<file path="src/hdl/heartbeat_led_pattern_generator_assert.svh">
// ---------------------------------------------------------------------------
// Heartbeat LED pattern generator assertion macros
// Implication checks on the same cycle and on the next cycle.
// ---------------------------------------------------------------------------
`ifndef HEARTBEAT_LED_PATTERN_GENERATOR_ASSERT_SVH
`define HEARTBEAT_LED_PATTERN_GENERATOR_ASSERT_SVH

`ifndef ASSERT_OFF

`define ASSERT_IMP(label, clk, rst, ante, cons) \
  label: assert property (@(posedge clk) disable iff (rst) (ante) |-> (cons)) \
    else $error("assertion failed: same-cycle implication");

`define ASSERT_NXT(label, clk, rst, ante, cons) \
  label: assert property (@(posedge clk) disable iff (rst) (ante) |=> (cons)) \
    else $error("assertion failed: next-cycle implication");

`else

`define ASSERT_IMP(label, clk, rst, ante, cons)

`define ASSERT_NXT(label, clk, rst, ante, cons)

`endif

`endif

</file>
<file path="src/hdl/hbled_pkg.sv">
// ---------------------------------------------------------------------------
// Heartbeat LED package
// Shared constants, register indexes and the structs between the modules.
// ---------------------------------------------------------------------------
`timescale 1ns / 1ps

package hbled_pkg;

  localparam int FADE_WINDOWS_DEF  = 32;
  localparam int FLASH_WINDOWS_DEF = 32;
  localparam int TICK_HZ_DEF       = 1000;

  localparam int PERIOD_REG_W = 16;
  localparam int PERIOD_W     = 12;
  localparam int PERIOD_MIN   = 500;
  localparam int PERIOD_MAX   = 3000;
  localparam int PERIOD_RESET = 1000;
  localparam int MS_PER_S     = 1000;

  localparam int LEN_W     = 8;
  localparam int LEN_MAX   = 255;
  localparam int PATTERN_W = 32;
  localparam int INDEX_W   = 5;

  localparam int CFG_INDEX_W = 2;
  localparam int CFG_DATA_W  = 32;

  localparam int RC_W          = 2;
  localparam int RECALC_CYCLES = 3;

  typedef enum logic [CFG_INDEX_W-1:0] {
    REG_BREATHE_MODE  = 2'd0,
    REG_FLASH_PATTERN = 2'd1,
    REG_PERIOD        = 2'd2,
    REG_ENABLE        = 2'd3
  } cfg_index_t;

  typedef struct packed {
    logic                 breathe_mode;
    logic [PATTERN_W-1:0] flash_pattern;
    logic                 enable;
    logic [LEN_W-1:0]     window_length;
    logic                 restart;
    logic                 busy;
  } cfg_t;

  typedef struct packed {
    logic               led_level;
    logic [INDEX_W-1:0] window_index;
  } result_t;

endpackage

</file>
<file path="src/hdl/hbled_cfg.sv">
// ---------------------------------------------------------------------------
// Heartbeat LED configuration
// Register file plus a three-stage pipeline that derives the window length.
// ---------------------------------------------------------------------------
`timescale 1ns / 1ps

module hbled_cfg import hbled_pkg::*; #(
  parameter int FADE_WINDOWS  = FADE_WINDOWS_DEF,
  parameter int FLASH_WINDOWS = FLASH_WINDOWS_DEF,
  parameter int TICK_HZ       = TICK_HZ_DEF
) (
  input  logic                   clk,
  input  logic                   rst,
  input  logic                   write_enable,
  input  logic [CFG_INDEX_W-1:0] write_index,
  input  logic [CFG_DATA_W-1:0]  write_data,
  output cfg_t                   cfg
);

  localparam int WMAX     = (FADE_WINDOWS > FLASH_WINDOWS) ? FADE_WINDOWS : FLASH_WINDOWS;
  localparam int WIN_BITS = $clog2(WMAX);
  localparam int S1       = PERIOD_W + WIN_BITS;
  localparam int RQ_W     = S1 + 1;
  localparam longint unsigned RECIP_FADE =
    ((longint'(1) << S1) + FADE_WINDOWS - 1) / FADE_WINDOWS;
  localparam longint unsigned RECIP_FLASH =
    ((longint'(1) << S1) + FLASH_WINDOWS - 1) / FLASH_WINDOWS;
  localparam int QP_W = PERIOD_W + RQ_W;

  localparam int HZ_W = $clog2(TICK_HZ + 1);
  localparam int T_W  = PERIOD_W + HZ_W;
  localparam int S2   = T_W + $clog2(MS_PER_S);
  localparam longint unsigned RECIP_MS = ((longint'(1) << S2) + MS_PER_S - 1) / MS_PER_S;
  localparam int R2_W = $clog2(RECIP_MS + 1);
  localparam int LP_W = T_W + R2_W;
  localparam int QL_W = LP_W - S2;

  logic                    breathe_mode;
  logic [PATTERN_W-1:0]    flash_pattern;
  logic [PERIOD_REG_W-1:0] period_req;
  logic                    enable;
  logic                    restart;
  logic [RC_W-1:0]         recalc_count;
  logic                    index_known;

  logic [PERIOD_W-1:0] period_clamped;
  logic [RQ_W-1:0]     recip;
  logic [QP_W-1:0]     q_prod;
  logic [PERIOD_W-1:0] q_next;
  logic [PERIOD_W-1:0] quotient;
  logic [T_W-1:0]      ticks_next;
  logic [T_W-1:0]      ticks;
  logic [LP_W-1:0]     len_prod;
  logic [QL_W-1:0]     len_raw;
  logic [LEN_W-1:0]    window_length_next;
  logic [LEN_W-1:0]    window_length;

  always_comb begin
    case (cfg_index_t'(write_index))
      REG_BREATHE_MODE, REG_FLASH_PATTERN, REG_PERIOD, REG_ENABLE: begin
        index_known = 1'b1;
      end
      default: begin
        index_known = 1'b0;
      end
    endcase
  end

  always_ff @(posedge clk) begin
    if (rst) begin
      breathe_mode  <= 1'b0;
      flash_pattern <= '0;
      period_req    <= PERIOD_REG_W'(PERIOD_RESET);
      enable        <= 1'b0;
      restart       <= 1'b0;
      recalc_count  <= RC_W'(RECALC_CYCLES);
    end else begin
      restart <= 1'b0;
      if (recalc_count != '0) begin
        recalc_count <= recalc_count - RC_W'(1);
      end
      if (write_enable) begin
        case (cfg_index_t'(write_index))
          REG_BREATHE_MODE:  breathe_mode  <= write_data[0];
          REG_FLASH_PATTERN: flash_pattern <= write_data[PATTERN_W-1:0];
          REG_PERIOD:        period_req    <= write_data[PERIOD_REG_W-1:0];
          REG_ENABLE:        enable        <= write_data[0];
          default: begin
          end
        endcase
        if (index_known) begin
          restart      <= 1'b1;
          recalc_count <= RC_W'(RECALC_CYCLES);
        end
      end
    end
  end

  // len = floor(TICK_HZ * floor(p / W) / 1000), both divisions by exact reciprocal
  always_comb begin
    if (period_req >= PERIOD_REG_W'(PERIOD_MAX)) begin
      period_clamped = PERIOD_W'(PERIOD_MAX);
    end else if (period_req <= PERIOD_REG_W'(PERIOD_MIN)) begin
      period_clamped = PERIOD_W'(PERIOD_MIN);
    end else begin
      period_clamped = period_req[PERIOD_W-1:0];
    end
    recip      = breathe_mode ? RQ_W'(RECIP_FADE) : RQ_W'(RECIP_FLASH);
    q_prod     = QP_W'(period_clamped) * QP_W'(recip);
    q_next     = q_prod[S1 +: PERIOD_W];
    ticks_next = T_W'(quotient) * T_W'(TICK_HZ);
    len_prod   = LP_W'(ticks) * LP_W'(RECIP_MS);
    len_raw    = len_prod[S2 +: QL_W];
    if (len_raw > QL_W'(LEN_MAX)) begin
      window_length_next = LEN_W'(LEN_MAX);
    end else begin
      window_length_next = len_raw[LEN_W-1:0];
    end
  end

  always_ff @(posedge clk) begin
    quotient      <= q_next;
    ticks         <= ticks_next;
    window_length <= window_length_next;
  end

  assign cfg.breathe_mode  = breathe_mode;
  assign cfg.flash_pattern = flash_pattern;
  assign cfg.enable        = enable;
  assign cfg.window_length = window_length;
  assign cfg.restart       = restart;
  assign cfg.busy          = (recalc_count != '0);

endmodule

</file>
<file path="src/hdl/hbled_core.sv">
// ---------------------------------------------------------------------------
// Heartbeat LED core
// Input register, window and tick counters, PWM duty compare and pattern shift.
// ---------------------------------------------------------------------------
`timescale 1ns / 1ps
`include "heartbeat_led_pattern_generator_assert.svh"

module hbled_core import hbled_pkg::*; #(
  parameter int FADE_WINDOWS  = FADE_WINDOWS_DEF,
  parameter int FLASH_WINDOWS = FLASH_WINDOWS_DEF
) (
  input  logic    clk,
  input  logic    rst,
  input  cfg_t    cfg,
  input  logic    in_valid,
  output logic    in_stall,
  input  logic    advance,
  input  logic    out_ready,
  output logic    load,
  output result_t res
);

  localparam int WMAX   = (FADE_WINDOWS > FLASH_WINDOWS) ? FADE_WINDOWS : FLASH_WINDOWS;
  localparam int CNT_W  = $clog2(WMAX);
  localparam int DUTY_W = CNT_W + 10;
  localparam int TI_W   = LEN_W + 1;

  logic                 item_valid;
  logic                 item_advance;
  logic [LEN_W-1:0]     tick_in_window;
  logic [CNT_W-1:0]     window_counter;
  logic [PATTERN_W-1:0] pattern_shift;
  logic                 led_register;

  logic [LEN_W-1:0]     tick_in_window_next;
  logic [CNT_W-1:0]     window_counter_next;
  logic [PATTERN_W-1:0] pattern_shift_next;
  logic                 led_register_next;

  logic                 accept;
  logic                 step;
  logic [CNT_W:0]       win_count;
  logic [TI_W-1:0]      tick_inc;
  logic                 window_done;
  logic [CNT_W:0]       wc_inc;
  logic                 wc_wrap;
  logic [CNT_W-1:0]     wc_advanced;
  logic [CNT_W-1:0]     mirror;
  logic [CNT_W-1:0]     fold;
  logic [DUTY_W-1:0]    duty_lhs;
  logic [DUTY_W-1:0]    duty_rhs;
  logic                 breathe_led;
  logic [CNT_W+INDEX_W-1:0] index_ext;

  assign load     = item_valid & out_ready;
  assign in_stall = cfg.busy | (item_valid & ~out_ready);
  assign accept   = in_valid & ~in_stall;
  assign step     = load & cfg.enable & item_advance;

  always_ff @(posedge clk) begin
    if (rst) begin
      item_valid <= 1'b0;
    end else if (accept) begin
      item_valid <= 1'b1;
    end else if (load) begin
      item_valid <= 1'b0;
    end
  end

  always_ff @(posedge clk) begin
    if (accept) begin
      item_advance <= advance;
    end
  end

  // led on while (tick + 1) * W <= 2 * min(w, W-1-w) * len
  always_comb begin
    win_count   = cfg.breathe_mode ? (CNT_W+1)'(FADE_WINDOWS) : (CNT_W+1)'(FLASH_WINDOWS);
    tick_inc    = TI_W'(tick_in_window) + TI_W'(1);
    window_done = tick_inc >= TI_W'(cfg.window_length);
    wc_inc      = (CNT_W+1)'(window_counter) + (CNT_W+1)'(1);
    wc_wrap     = wc_inc >= win_count;
    wc_advanced = wc_wrap ? '0 : wc_inc[CNT_W-1:0];
    if ((CNT_W+1)'(window_counter) < (CNT_W+1)'(FADE_WINDOWS)) begin
      mirror = CNT_W'(FADE_WINDOWS - 1) - window_counter;
    end else begin
      mirror = '0;
    end
    fold        = (window_counter < mirror) ? window_counter : mirror;
    duty_lhs    = DUTY_W'(tick_inc) * DUTY_W'(FADE_WINDOWS);
    duty_rhs    = DUTY_W'({fold, 1'b0}) * DUTY_W'(cfg.window_length);
    breathe_led = duty_lhs <= duty_rhs;
  end

  always_comb begin
    tick_in_window_next = tick_in_window;
    window_counter_next = window_counter;
    pattern_shift_next  = pattern_shift;
    led_register_next   = led_register;
    if (cfg.restart) begin
      tick_in_window_next = '0;
      window_counter_next = '0;
      pattern_shift_next  = cfg.flash_pattern;
    end else if (step) begin
      tick_in_window_next = window_done ? '0 : tick_inc[LEN_W-1:0];
      if (cfg.breathe_mode) begin
        led_register_next = breathe_led;
        if (window_done) begin
          window_counter_next = wc_advanced;
        end
      end else if (window_done) begin
        led_register_next   = pattern_shift[0];
        window_counter_next = wc_advanced;
        pattern_shift_next  = wc_wrap ? cfg.flash_pattern : (pattern_shift >> 1);
      end
    end
  end

  always_ff @(posedge clk) begin
    if (rst) begin
      tick_in_window <= '0;
      window_counter <= '0;
      pattern_shift  <= '0;
      led_register   <= 1'b0;
    end else begin
      tick_in_window <= tick_in_window_next;
      window_counter <= window_counter_next;
      pattern_shift  <= pattern_shift_next;
      led_register   <= led_register_next;
    end
  end

  assign index_ext        = (CNT_W+INDEX_W)'(window_counter_next);
  assign res.led_level    = led_register_next;
  assign res.window_index = index_ext[INDEX_W-1:0];

  `ASSERT_NXT(a_item_held, clk, rst, item_valid && !out_ready, item_valid)
  `ASSERT_NXT(a_restart_clears, clk, rst, cfg.restart, tick_in_window == '0 && window_counter == '0)
  `ASSERT_IMP(a_tick_in_range, clk, rst, !cfg.busy, tick_in_window < cfg.window_length || tick_in_window == '0)

endmodule

</file>
<file path="src/hdl/hbled_out.sv">
// ---------------------------------------------------------------------------
// Heartbeat LED result register
// Holds one result item until the downstream side takes it.
// ---------------------------------------------------------------------------
`timescale 1ns / 1ps

module hbled_out import hbled_pkg::*; (
  input  logic               clk,
  input  logic               rst,
  input  logic               load,
  input  result_t            res,
  output logic               out_ready,
  output logic               out_valid,
  input  logic               out_stall,
  output logic               led_level,
  output logic [INDEX_W-1:0] window_index
);

  result_t result;

  assign out_ready = ~out_valid | ~out_stall;

  always_ff @(posedge clk) begin
    if (rst) begin
      out_valid <= 1'b0;
    end else if (load) begin
      out_valid <= 1'b1;
    end else if (out_ready) begin
      out_valid <= 1'b0;
    end
  end

  always_ff @(posedge clk) begin
    if (load) begin
      result <= res;
    end
  end

  assign led_level    = result.led_level;
  assign window_index = result.window_index;

endmodule

</file>
<file path="src/hdl/heartbeat_led_pattern_generator.sv">
// ---------------------------------------------------------------------------
// Heartbeat LED pattern generator
// Breathing PWM or bit-pattern flashing of an LED, advanced by tick items.
// ---------------------------------------------------------------------------
// An accepted item passes through the core input register into the result register.
// One item per cycle while no register write or out_stall holds it; results drain one per cycle.
// Window length comes from a 3-stage reciprocal-multiply pipeline; in_stall is
// held high after reset and after every register write while it settles.
// Reset (rst, synchronous): counters cleared, LED off, registers at defaults.
`timescale 1ns / 1ps

module heartbeat_led_pattern_generator import hbled_pkg::*; #(
  parameter int FADE_WINDOWS  = FADE_WINDOWS_DEF,
  parameter int FLASH_WINDOWS = FLASH_WINDOWS_DEF,
  parameter int TICK_HZ       = TICK_HZ_DEF
) (
  input  logic                   clk,
  input  logic                   rst,
  input  logic                   write_enable,
  input  logic [CFG_INDEX_W-1:0] write_index,
  input  logic [CFG_DATA_W-1:0]  write_data,
  input  logic                   in_valid,
  output logic                   in_stall,
  input  logic                   advance,
  output logic                   out_valid,
  input  logic                   out_stall,
  output logic                   led_level,
  output logic [INDEX_W-1:0]     window_index
);

  cfg_t    cfg;
  result_t res;
  logic    load;
  logic    out_ready;

  hbled_cfg #(
    .FADE_WINDOWS  (FADE_WINDOWS),
    .FLASH_WINDOWS (FLASH_WINDOWS),
    .TICK_HZ       (TICK_HZ)
  ) u_cfg (
    .clk          (clk),
    .rst          (rst),
    .write_enable (write_enable),
    .write_index  (write_index),
    .write_data   (write_data),
    .cfg          (cfg)
  );

  hbled_core #(
    .FADE_WINDOWS  (FADE_WINDOWS),
    .FLASH_WINDOWS (FLASH_WINDOWS)
  ) u_core (
    .clk       (clk),
    .rst       (rst),
    .cfg       (cfg),
    .in_valid  (in_valid),
    .in_stall  (in_stall),
    .advance   (advance),
    .out_ready (out_ready),
    .load      (load),
    .res       (res)
  );

  hbled_out u_out (
    .clk          (clk),
    .rst          (rst),
    .load         (load),
    .res          (res),
    .out_ready    (out_ready),
    .out_valid    (out_valid),
    .out_stall    (out_stall),
    .led_level    (led_level),
    .window_index (window_index)
  );

endmodule

</file>
<file path="config.mk">
export PLATFORM = sky130hd
export DESIGN_NAME = heartbeat_led_pattern_generator
export DESIGN_NICKNAME = d
export VERILOG_FILES = /design/src/hdl/hbled_pkg.sv /design/src/hdl/hbled_cfg.sv /design/src/hdl/hbled_core.sv /design/src/hdl/hbled_out.sv /design/src/hdl/heartbeat_led_pattern_generator.sv
export VERILOG_INCLUDE_DIRS = /design/src /design/src/hdl
export SDC_FILE = /design/constraint.sdc
export NUM_CORES = 1
export LEC_CHECK = 0
export ABC_AREA = 1
export BUFFER_PORTS_ARGS = -buffer_cell sky130_fd_sc_hd__buf_2
export CORE_MARGIN = 5
export CORE_UTILIZATION = 59
export CTS_CLUSTER_SIZE = 10
export DETAILED_ROUTE_END_ITERATION = 10
export PLACE_DENSITY = 0.81
export SKIP_CTS_REPAIR_TIMING = 1
export SYNTH_ARGS = -nofsm -noshare
export SYNTH_HDL_FRONTEND = slang
export SYNTH_HIERARCHICAL = 1
export SYNTH_SLANG_ARGS = --single-unit
export TNS_END_PERCENT = 30
</file>
<file path="constraint.sdc">
create_clock -name clk -period 5.4 [get_ports clk]
set_input_delay 0.27 -clock clk [delete_from_list [all_inputs] [get_ports clk]]
set_output_delay 0.27 -clock clk [all_outputs]
set_load 0.01 [all_outputs]
</file>
# --- Word level (Yosys, flattened, before mapping) ---
# Index checks and enable logic that the tools add are counted.
classes:
  add_sub_neg: 4
  n_mul: 3
  magnitude_cmp: 7
  n_eq_ne: 4
  muxes: 25
  n_bitwise: 12
  reduce_logical: 15
op_table:
  columns: ["op", "n"]
  rows:
  - ["2-to-1 mux 32 bit", 5]
  - ["multiplier 19 x 20 -> 39 bit, second input constant", 1]
  - ["2-to-1 mux 5 bit", 5]
  - [">= comparator 16 x 12 -> 1 bit, second input constant", 1]
  - ["less-or-equal comparator 16 x 9 -> 1 bit, second input constant", 1]
  - ["less-or-equal comparator 14 bit", 1]
  - ["multiplier 7 x 7 -> 14 bit, second input constant", 1]
  - ["greater-than comparator 13 x 8 -> 1 bit, second input constant", 1]
  - ["multiplier 5 x 8 -> 13 bit", 1]
  - ["2-to-1 mux 12 bit", 1]
  - ["2-to-1 mux 1 bit", 10]
  - ["nonzero test 2 bit", 5]
  - ["adder 8 x 1 -> 9 bit, second input constant", 1]
  - [">= comparator 9 x 8 -> 1 bit", 1]
  - ["2-to-1 mux 8 bit", 1]
  - ["AND reduction 2 bit", 4]
  - ["adder 5 x 1 -> 6 bit, second input constant", 1]
  - [">= comparator 6 bit, second input constant", 1]
  - ["2-to-1 mux 2 bit", 3]
  - ["OR reduction 2 bit", 3]
  - ["AND 1 bit", 5]
  - ["< comparator 5 bit", 1]
  - ["inverter 1 bit", 5]
  - ["subtractor 5 bit, first input constant", 1]
  - ["other kinds (8)", 10]
totals:
  reg_bits: 142
  elab_cells: 89

# --- Logic depth before layout (Yosys ltp) ---
# Gate-level depths: netlist of the first run.
logic_depth:
  word_depth: 8
  depth_mapped: 28
  ltp_nobuf: 26

# --- By module ---
# The synthesis of the first run kept the hierarchy.
by_module_without_submodules:
  columns: ["module", "instances", "cells_each", "area_per_inst_um2", "seq_area_each_um2"]
  rows:
  - ["hbled_cfg", 1, 983, 8015.2, 1641.6]
  - ["hbled_core", 1, 622, 4204.0, 970.9]
  - ["hbled_out", 1, 10, 219.0, 200.2]

# --- Worst setup path before layout of the first run ---
# No wires, ideal clock.
synth_path:
  path_kind: "flip-flop to flip-flop"
  from: "reg u_core.window_counter[4]"
  to: "reg u_out.result (netlist bit u_out/led_level), data pin"
  setup_ps: 251
  arrival_ps: 4395
  required_ps: 5149
  path_slack_ps: 754
  path_stages_with_launch: 28
  path_buffers: 2
  synth_period_minus_slack_ps: 4646
  cell_sequence: "dfxtp_1 > ha_1 > clkbuf_1 > nand2_1 > inv_1 > ha_1 > fa_1 > inv_1 > fa_1 > inv_1 > ha_1 > a21oi_1 > nand2_1 > nand2_1 > nand2_1 > a21oi_1 > nor2_1 > nor2_1 > xor2_1 > ha_1 > nand2_1 > nor2_1 > nand3_1 > nand3_1 > a21boi_0 > nand2_1 > nand2_1 > buf_4"
synth_via:
  elab_chain_len: 8
synth_lines:
  columns: ["item", "line_no", "source"]
  rows:
  - ["from (decl)", "hbled_core.sv:31", "logic [CNT_W-1:0] window_counter;"]
  - ["from (signal assigned)", "hbled_core.sv:127", "window_counter <= window_counter_next;"]
  - ["subtractor 5 bit", "hbled_core.sv:85", "mirror = CNT_W'(FADE_WINDOWS - 1) - window_counter;"]
  - ["< comparator 5 bit", "hbled_core.sv:89", "fold = (window_counter < mirror) ? window_counter : mirror;"]
  - ["2-to-1 mux 5 bit *", "hbled_core.sv:89", null]
  - ["multiplier 5 x 8 -> 13 bit *", "hbled_core.sv:91", "duty_rhs = DUTY_W'({fold, 1'b0}) * DUTY_W'(cfg.window_length);"]
  - ["less-or-equal comparator 14 bit *", "hbled_core.sv:92", "breathe_led = duty_lhs <= duty_rhs;"]
  - ["2-to-1 mux 1 bit *", "hbled_core.sv:106", "if (cfg.breathe_mode) begin"]
  - ["2-to-1 mux 1 bit *", "hbled_core.sv:104", "end else if (step) begin"]
  - ["2-to-1 mux 1 bit *", "hbled_core.sv:100", "if (cfg.restart) begin"]
  - ["via u_core.led_register_next", "hbled_core.sv:38", "logic led_register_next;"]
  - ["to (signal assigned)", "hbled_out.sv:35", "result <= res;"]
  - ["to (decl)", "hbled_out.sv:19", "result_t result;"]
# Mark *: on every way through the listed nets, which the timed path passes. The rest lies on a longest branch.
# A chain may end at the register's enable or synchronous reset.

==> impl_results.md, run 1 <==
- Final number of hold-violating endpoints: 0
- Clock sink total: 137
- Sequential share of the synthesized area: 0.226
- GRT Util Overall: 0.240
- Worst-skew pair later-pin latency: 0.43 ns
- Drc violations: 0
- Final Critical Period: between 4 and 5 ns
- Pre-CTS setup slack: 0.413 ns
- Final ANT Viol Nets: 0
- Setup TNS: 0 ns
- Die ar.: 24100 µm²
- Crit path launch type: flop
- RSZ-0062 raised after global routing: false
- Share of layout cells above drive strength 1: 0.0888
- DRT Pass-1 Iters: 6
- Most frequent cells in the layout: 268 x inv_1, 251 x nand2_1, 246 x nor2_1
- Die height: 155 µm
- Cell at the slowest stage of the critical path: fa_1
- Routed vias: 10400
- Finish-stage setup viols: 0
- Hold Path Class: input pin to flop
- Critical path depth: 26
- Final #Nets: 1973
- Post-synthesis cell count: roughly 1600
- Crit path launch: u_core/window_counter[4]$_SDFF_PP0_
- Rows: 53
- Main area contributors after synthesis: dfxtp_1 21%, ha_1 21%, fa_1 13%
- Vias in the first global route: 10700
- Worst reg2reg setup slack: between 0.4 and 0.5 ns
- Avg Synthesized Cell Area: 7.70 µm²
- Vias per cell: 5.37
- Clock edge transition at the registers on the reported setup and hold paths: 0.07 ns
- Final WL: 27.7 mm
- WP buf/inv: 3
- Clk root buf: clkbuf_16
- First-pass GRT wire length: 48.5 mm
- Cell taking the most area after synthesis: dfxtp_1
- Core area: 20900 µm²
- Cell mode on critical path: nand2_1
- Area growth syn-to-layout: 7.86%
- Slew Limit Fails: 0
- Crit-path max FO: 8
- GP Congestion: 0.920
- Critical Path RT: 5.70 ns
- Crit path max-delay family: adder cells
- Yosys reg bits: 137
- Mapped Nets: 1945
- Reg2Reg Depth: 26
- Final WS setup: approximately 0.47 ns
- Initial antenna violation count: 1
- Initial core utilization: 0.595
- Crit Path Class: flop to flop
- Netlist cell types: 43
- Synth top area share: 0.209
- Reg2reg start: u_core/window_counter[4]$_SDFF_PP0_
- Final HPWL DP: 21.3 mm
- PortBufs: 47
- Crit-path max cell delay: 0.55 ns
- Worst slew pin tran: 1.31 ns
- Crit. End Element: flop
- Setup crit end: u_out/led_level$_DFFE_PP_
- TritonCTS Buffers: 17
- Clock Skew: 0.0113 ns
- Commonest non-fill, non-tap cell in the layout: inv_1
- # IOs: 48
- Fmax: 203 MHz
- Slew HR: 0.123
- Arrival time at the worst endpoint: 5.23 ns
- Pin count of the biggest net entering global routing: 50
- Max_cap viols: 0
- Drt initial violations: approximately 630
- GRT Residual Overflow: 0
- Clock Tree Buf Depth: 2
- Critical R2R Capture: u_out/led_level$_DFFE_PP_
- Fin crit share: 0.913
- Synth Warn #: 6
- Synthesized area: 12400 µm²
- CTS tree: built
- Outcome: complete, no violations
- Die W: 155 µm
- H-tree lvl count: 4
- Mean routed wirelength per cell: approximately 14 µm
## how the worst min path moves through the flow
stage	startpoint	endpoint	cells past startpoint
after global routing	advance	u_core/item_advance$_DFFE_PP_	1
final	advance	u_core/item_advance$_DFFE_PP_	1
after CTS	advance	u_core/item_advance$_DFFE_PP_	1
after detailed placement	u_cfg/enable$_SDFFE_PP0P_	u_cfg/enable$_SDFFE_PP0P_	2
after global placement	u_cfg/enable$_SDFFE_PP0P_	u_cfg/enable$_SDFFE_PP0P_	2
after floorplan	rst	u_out/out_valid$_SDFFE_PP0P_	1
## logic make-up after synthesis
logic type,Yosys count,synth area share
compound gates,183,0.0797
xor+xnor,25,0.0176
fa+ha+maj,290,0.342
buf+inv,313,0.101
flops,137,0.226
simple gates,667,0.234
## routing by layer
metal,vias up,routed length (µm),global-route usage
met5,-,7,0
met1,4832,12300,0.303
met2,260,13400,0.416
met4,2,752,0.0875
li1,5212,-,-
met3,64,1210,0.0395
## stage by stage
stage	instance area [µm²]	std cells	util	hold WS, ns
floorplan	12400	1615	-	0.332
global placement	12800	1899	0.613	0.445
detailed placement	12800	1899	0.613	0.443
CTS	13400	1931	0.642	0.00795
global route	13400	1931	0.642	0.0155
finish	13400	1932	0.642	0.0210
## cell usage after synthesis
| master | number |
|---|---|
| nor2_1 | 246 |
| a21oi_2 | 1 |
| nand3_1 | 50 |
| a21o_1 | 6 |
| o211ai_1 | 6 |
| o21a_1 | 1 |
| o21bai_1 | 8 |
| nor2_2 | 7 |
| or2_2 | 35 |
| nor3_2 | 1 |
| nor4_1 | 1 |
| ha_1 | 207 |
| o2111ai_1 | 1 |
| nand2_1 | 251 |
| dfxtp_1 | 130 |
| o221ai_1 | 1 |
| nand2_4 | 4 |
| a21oi_1 | 55 |
| edfxtp_1 | 7 |
| a31oi_1 | 4 |
| buf_6 | 6 |
| nor3_1 | 15 |
| clkbuf_1 | 15 |
| o21ai_0 | 80 |
| nand3_2 | 2 |
| buf_2 | 13 |
| nor2_4 | 2 |
| inv_1 | 268 |
| buf_4 | 4 |
| clkbuf_2 | 1 |
| nor3b_1 | 2 |
| buf_1 | 2 |
| nand4_1 | 41 |
| a21boi_0 | 2 |
| xor2_1 | 16 |
| inv_2 | 4 |
| o21ai_1 | 17 |
| fa_1 | 83 |
| nor3_4 | 2 |
| nand2_2 | 6 |
| o22ai_1 | 1 |
| and3_1 | 2 |
| xnor2_1 | 9 |
## final cells by class
class                   count  area [µm²]
diodes                      1        2.50
clock buffers              17         425
clock inverters            15         171
fillers                  1748        7470
inverters                 272        1020
multi-input cells        1165        8380
flip-flops and latches    137        2810
well taps                 275         344
repair buffers             50         258
## worst register-to-register path: cells and delay by family (launching register included)
| family | cells | cell delay [ns] |
|---|---|---|
| AO/OA/AOI/OAI | 3 | 0.57 |
| XOR/XNOR | 1 | 0.09 |
| flip-flops | 1 | 0.46 |
| AND/OR/NAND/NOR | 13 | 1.11 |
| buffers and inverters | 3 | 0.15 |
| adder cells (fa/ha/maj) | 6 | 2.42 |
## state kept, by name (all words and copies together), names as in the netlist, 2 cells and up
name                   cells
u_core/pattern_shift      32
u_cfg/period_req          16
u_core/tick_in_window      8
u_core/window_counter      5
u_cfg/ticks               14
u_cfg/flash_pattern       32
u_cfg/window_length        8
u_cfg/quotient             7
u_out/window_index         5
u_cfg/recalc_count         2
Power of run 1 is not shown: default switching activity piles up to over one toggle a cycle in this logic, so the estimate is an artifact.
==> run 2: changes to the inputs <==
- CORE_ASPECT_RATIO: unset -> 1.25
- CORE_UTILIZATION: 59 -> 55
- PLACE_DENSITY: 0.81 -> 0.76
==> run 2 against run 1 <==
Net effect: utilization fell by 4.1 points; fmax up 0.30%; wire length up 1.0%; first-iteration DRC count decreased by 15%; sequential share of layout area hardly changed; count of clock-buffer cells in the layout is 1 higher; non-clock buffer count rose by 3; worst setup slack gained 0.015 ns; critical path depth is the same; via count down 0.59%; hold slack gained 0.0097 ns; clock skew is 0.0014 ns lower; critical endpoint is now u_core/led_register$_SDFF_PP0_.
==> impl_results.md, run 2 (synthesized netlist as in run 1, its figures left out) <==
- Met3 wire length: 1.12 mm
- Area growth syn-to-layout: 7.79%
- WL met2: 14.2 mm
- Slew Limit Fails: 0
- H-tree lvl count: 4
- DRT Pass-1 Iters: 4
- Final WL: 27.9 mm
- Clock Skew: between 0.009 and 0.01 ns
- GRT Residual Overflow: 0
- Mean routed wirelength per cell: about 14 µm
- Clock sink total: ~140
- Most frequent cells in the layout: 268 x inv_1, 251 x nand2_1, 246 x nor2_1
- Rows: ~60
- GP Congestion: 0.928
- Hold Path Class: input pin to flop
- WL met1: 11.6 mm
- Fmax: ~200 MHz
- Fillers: between 2000 and 2500
- Die W: 145 µm
- Routed vias: a little over 10000
- Fin crit share: 0.911
- Commonest non-fill, non-tap cell in the layout: inv_1
- Biggest regs: u_cfg/flash_pattern (32), u_core/pattern_shift (32), u_cfg/period_req (16)
- Crit path launch type: flop
- Worst slew pin tran: 1.15 ns
- Pin count of the biggest net entering global routing: 50
- Final HPWL DP: about 22 mm
- Crit-path max FO: 8
- # IOs: 48
- Crit Path Class: flop to flop
- Final #Nets: 1976
- Worst-skew pair later-pin latency: around 0.43 ns
- Final number of hold-violating endpoints: 0
- Clk root buf: clkbuf_16
- Slew HR: 0.233
- First-pass GRT wire length: 48.7 mm
- WP buf/inv: 3
- PortBufs: 47
- Crit-path max cell delay: 0.53 ns
- Finish-stage setup viols: 0
- Arrival time at the worst endpoint: 5.27 ns
- Crit. End Element: flop
- Crit path max-delay family: adder cells
- Post-route cell area: 13400 µm²
- Final Core Density: 0.602
- Register Area: 2810 µm²
- Die ar.: 25700 µm²
- Clock edge transition at the registers on the reported setup and hold paths: 0.06 ns
- Drt initial violations: 530
- RSZ-0062 raised after global routing: false
- Initial core utilization: 0.558
- Final Critical Period: 4.92 ns
- Final ANT Viol Nets: 0
- Cell at the slowest stage of the critical path: fa_1
- Pre-CTS setup slack: 0.546 ns
- Cell mode on critical path: nand2_1
- Initial antenna violation count: 0
- Core area: 22300 µm²
- Area of the multi-input gates: about 8400 µm²
- Critical Path RT: 5.75 ns
- Setup TNS: 0 ns
- GRT Util Overall: 0.232
- Outcome: complete, no violations
- Vias per cell: around 5.3
- Share of layout cells above drive strength 1: 0.0892
- Drc violations: 0
- Clock Tree Buf Depth: 2
- Die height: around 180 µm
- Vias in the first global route: 10700
- Final WS setup: roughly 0.48 ns
- Placed standard-cell area: 12800 µm²
- CTS tree: built
- TritonCTS Buffers: 17
- Max_cap viols: 0
- Max Used Layer: met4
- # diodes: 0
## run 2: cell type report
cell class,count,area share
Timing Repair Buffer,53,0.0209
Multi-Input combinational cell,1165,0.625
Clock buffer,18,0.0320
Clock inverter,14,0.0102
Sequential cell,137,0.210
Tap cell,283,0.0264
Inverter,272,0.0762
## run 2: worst paths after layout
path,from,endpoint,slack (ns),depth (start not counted)
setup / recovery,u_core/window_counter[4]$_SDFF_PP0_,u_core/led_register$_SDFF_PP0_,0.48,26
hold / removal,advance,u_core/item_advance$_DFFE_PP_,0.03,1
setup reg to reg,u_core/window_counter[4]$_SDFF_PP0_,u_core/led_register$_SDFF_PP0_,0.48,26
hold reg to reg,u_cfg/enable$_SDFFE_PP0P_,u_cfg/enable$_SDFFE_PP0P_,0.46,2
## run 2: per-stage QoR
stage / cells / hold slack [ns]
2_1_floorplan: 1615 / 0.332
3_3_place_gp: 1910 / 0.443
3_5_place_dp: 1910 / 0.451
4_1_cts: 1942 / 0.0160
5_1_grt: 1942 / 0.0258
6_report: 1942 / 0.0307
## run 2: per-layer routing
layer | vias up | track usage
met1 | 4813 | 0.274
met4 | 0 | 0.0976
met5 | - | 0
met2 | 246 | 0.418
met3 | 60 | 0.0292
li1 | 5190 | -
Power of run 2 is left out for the same reason.
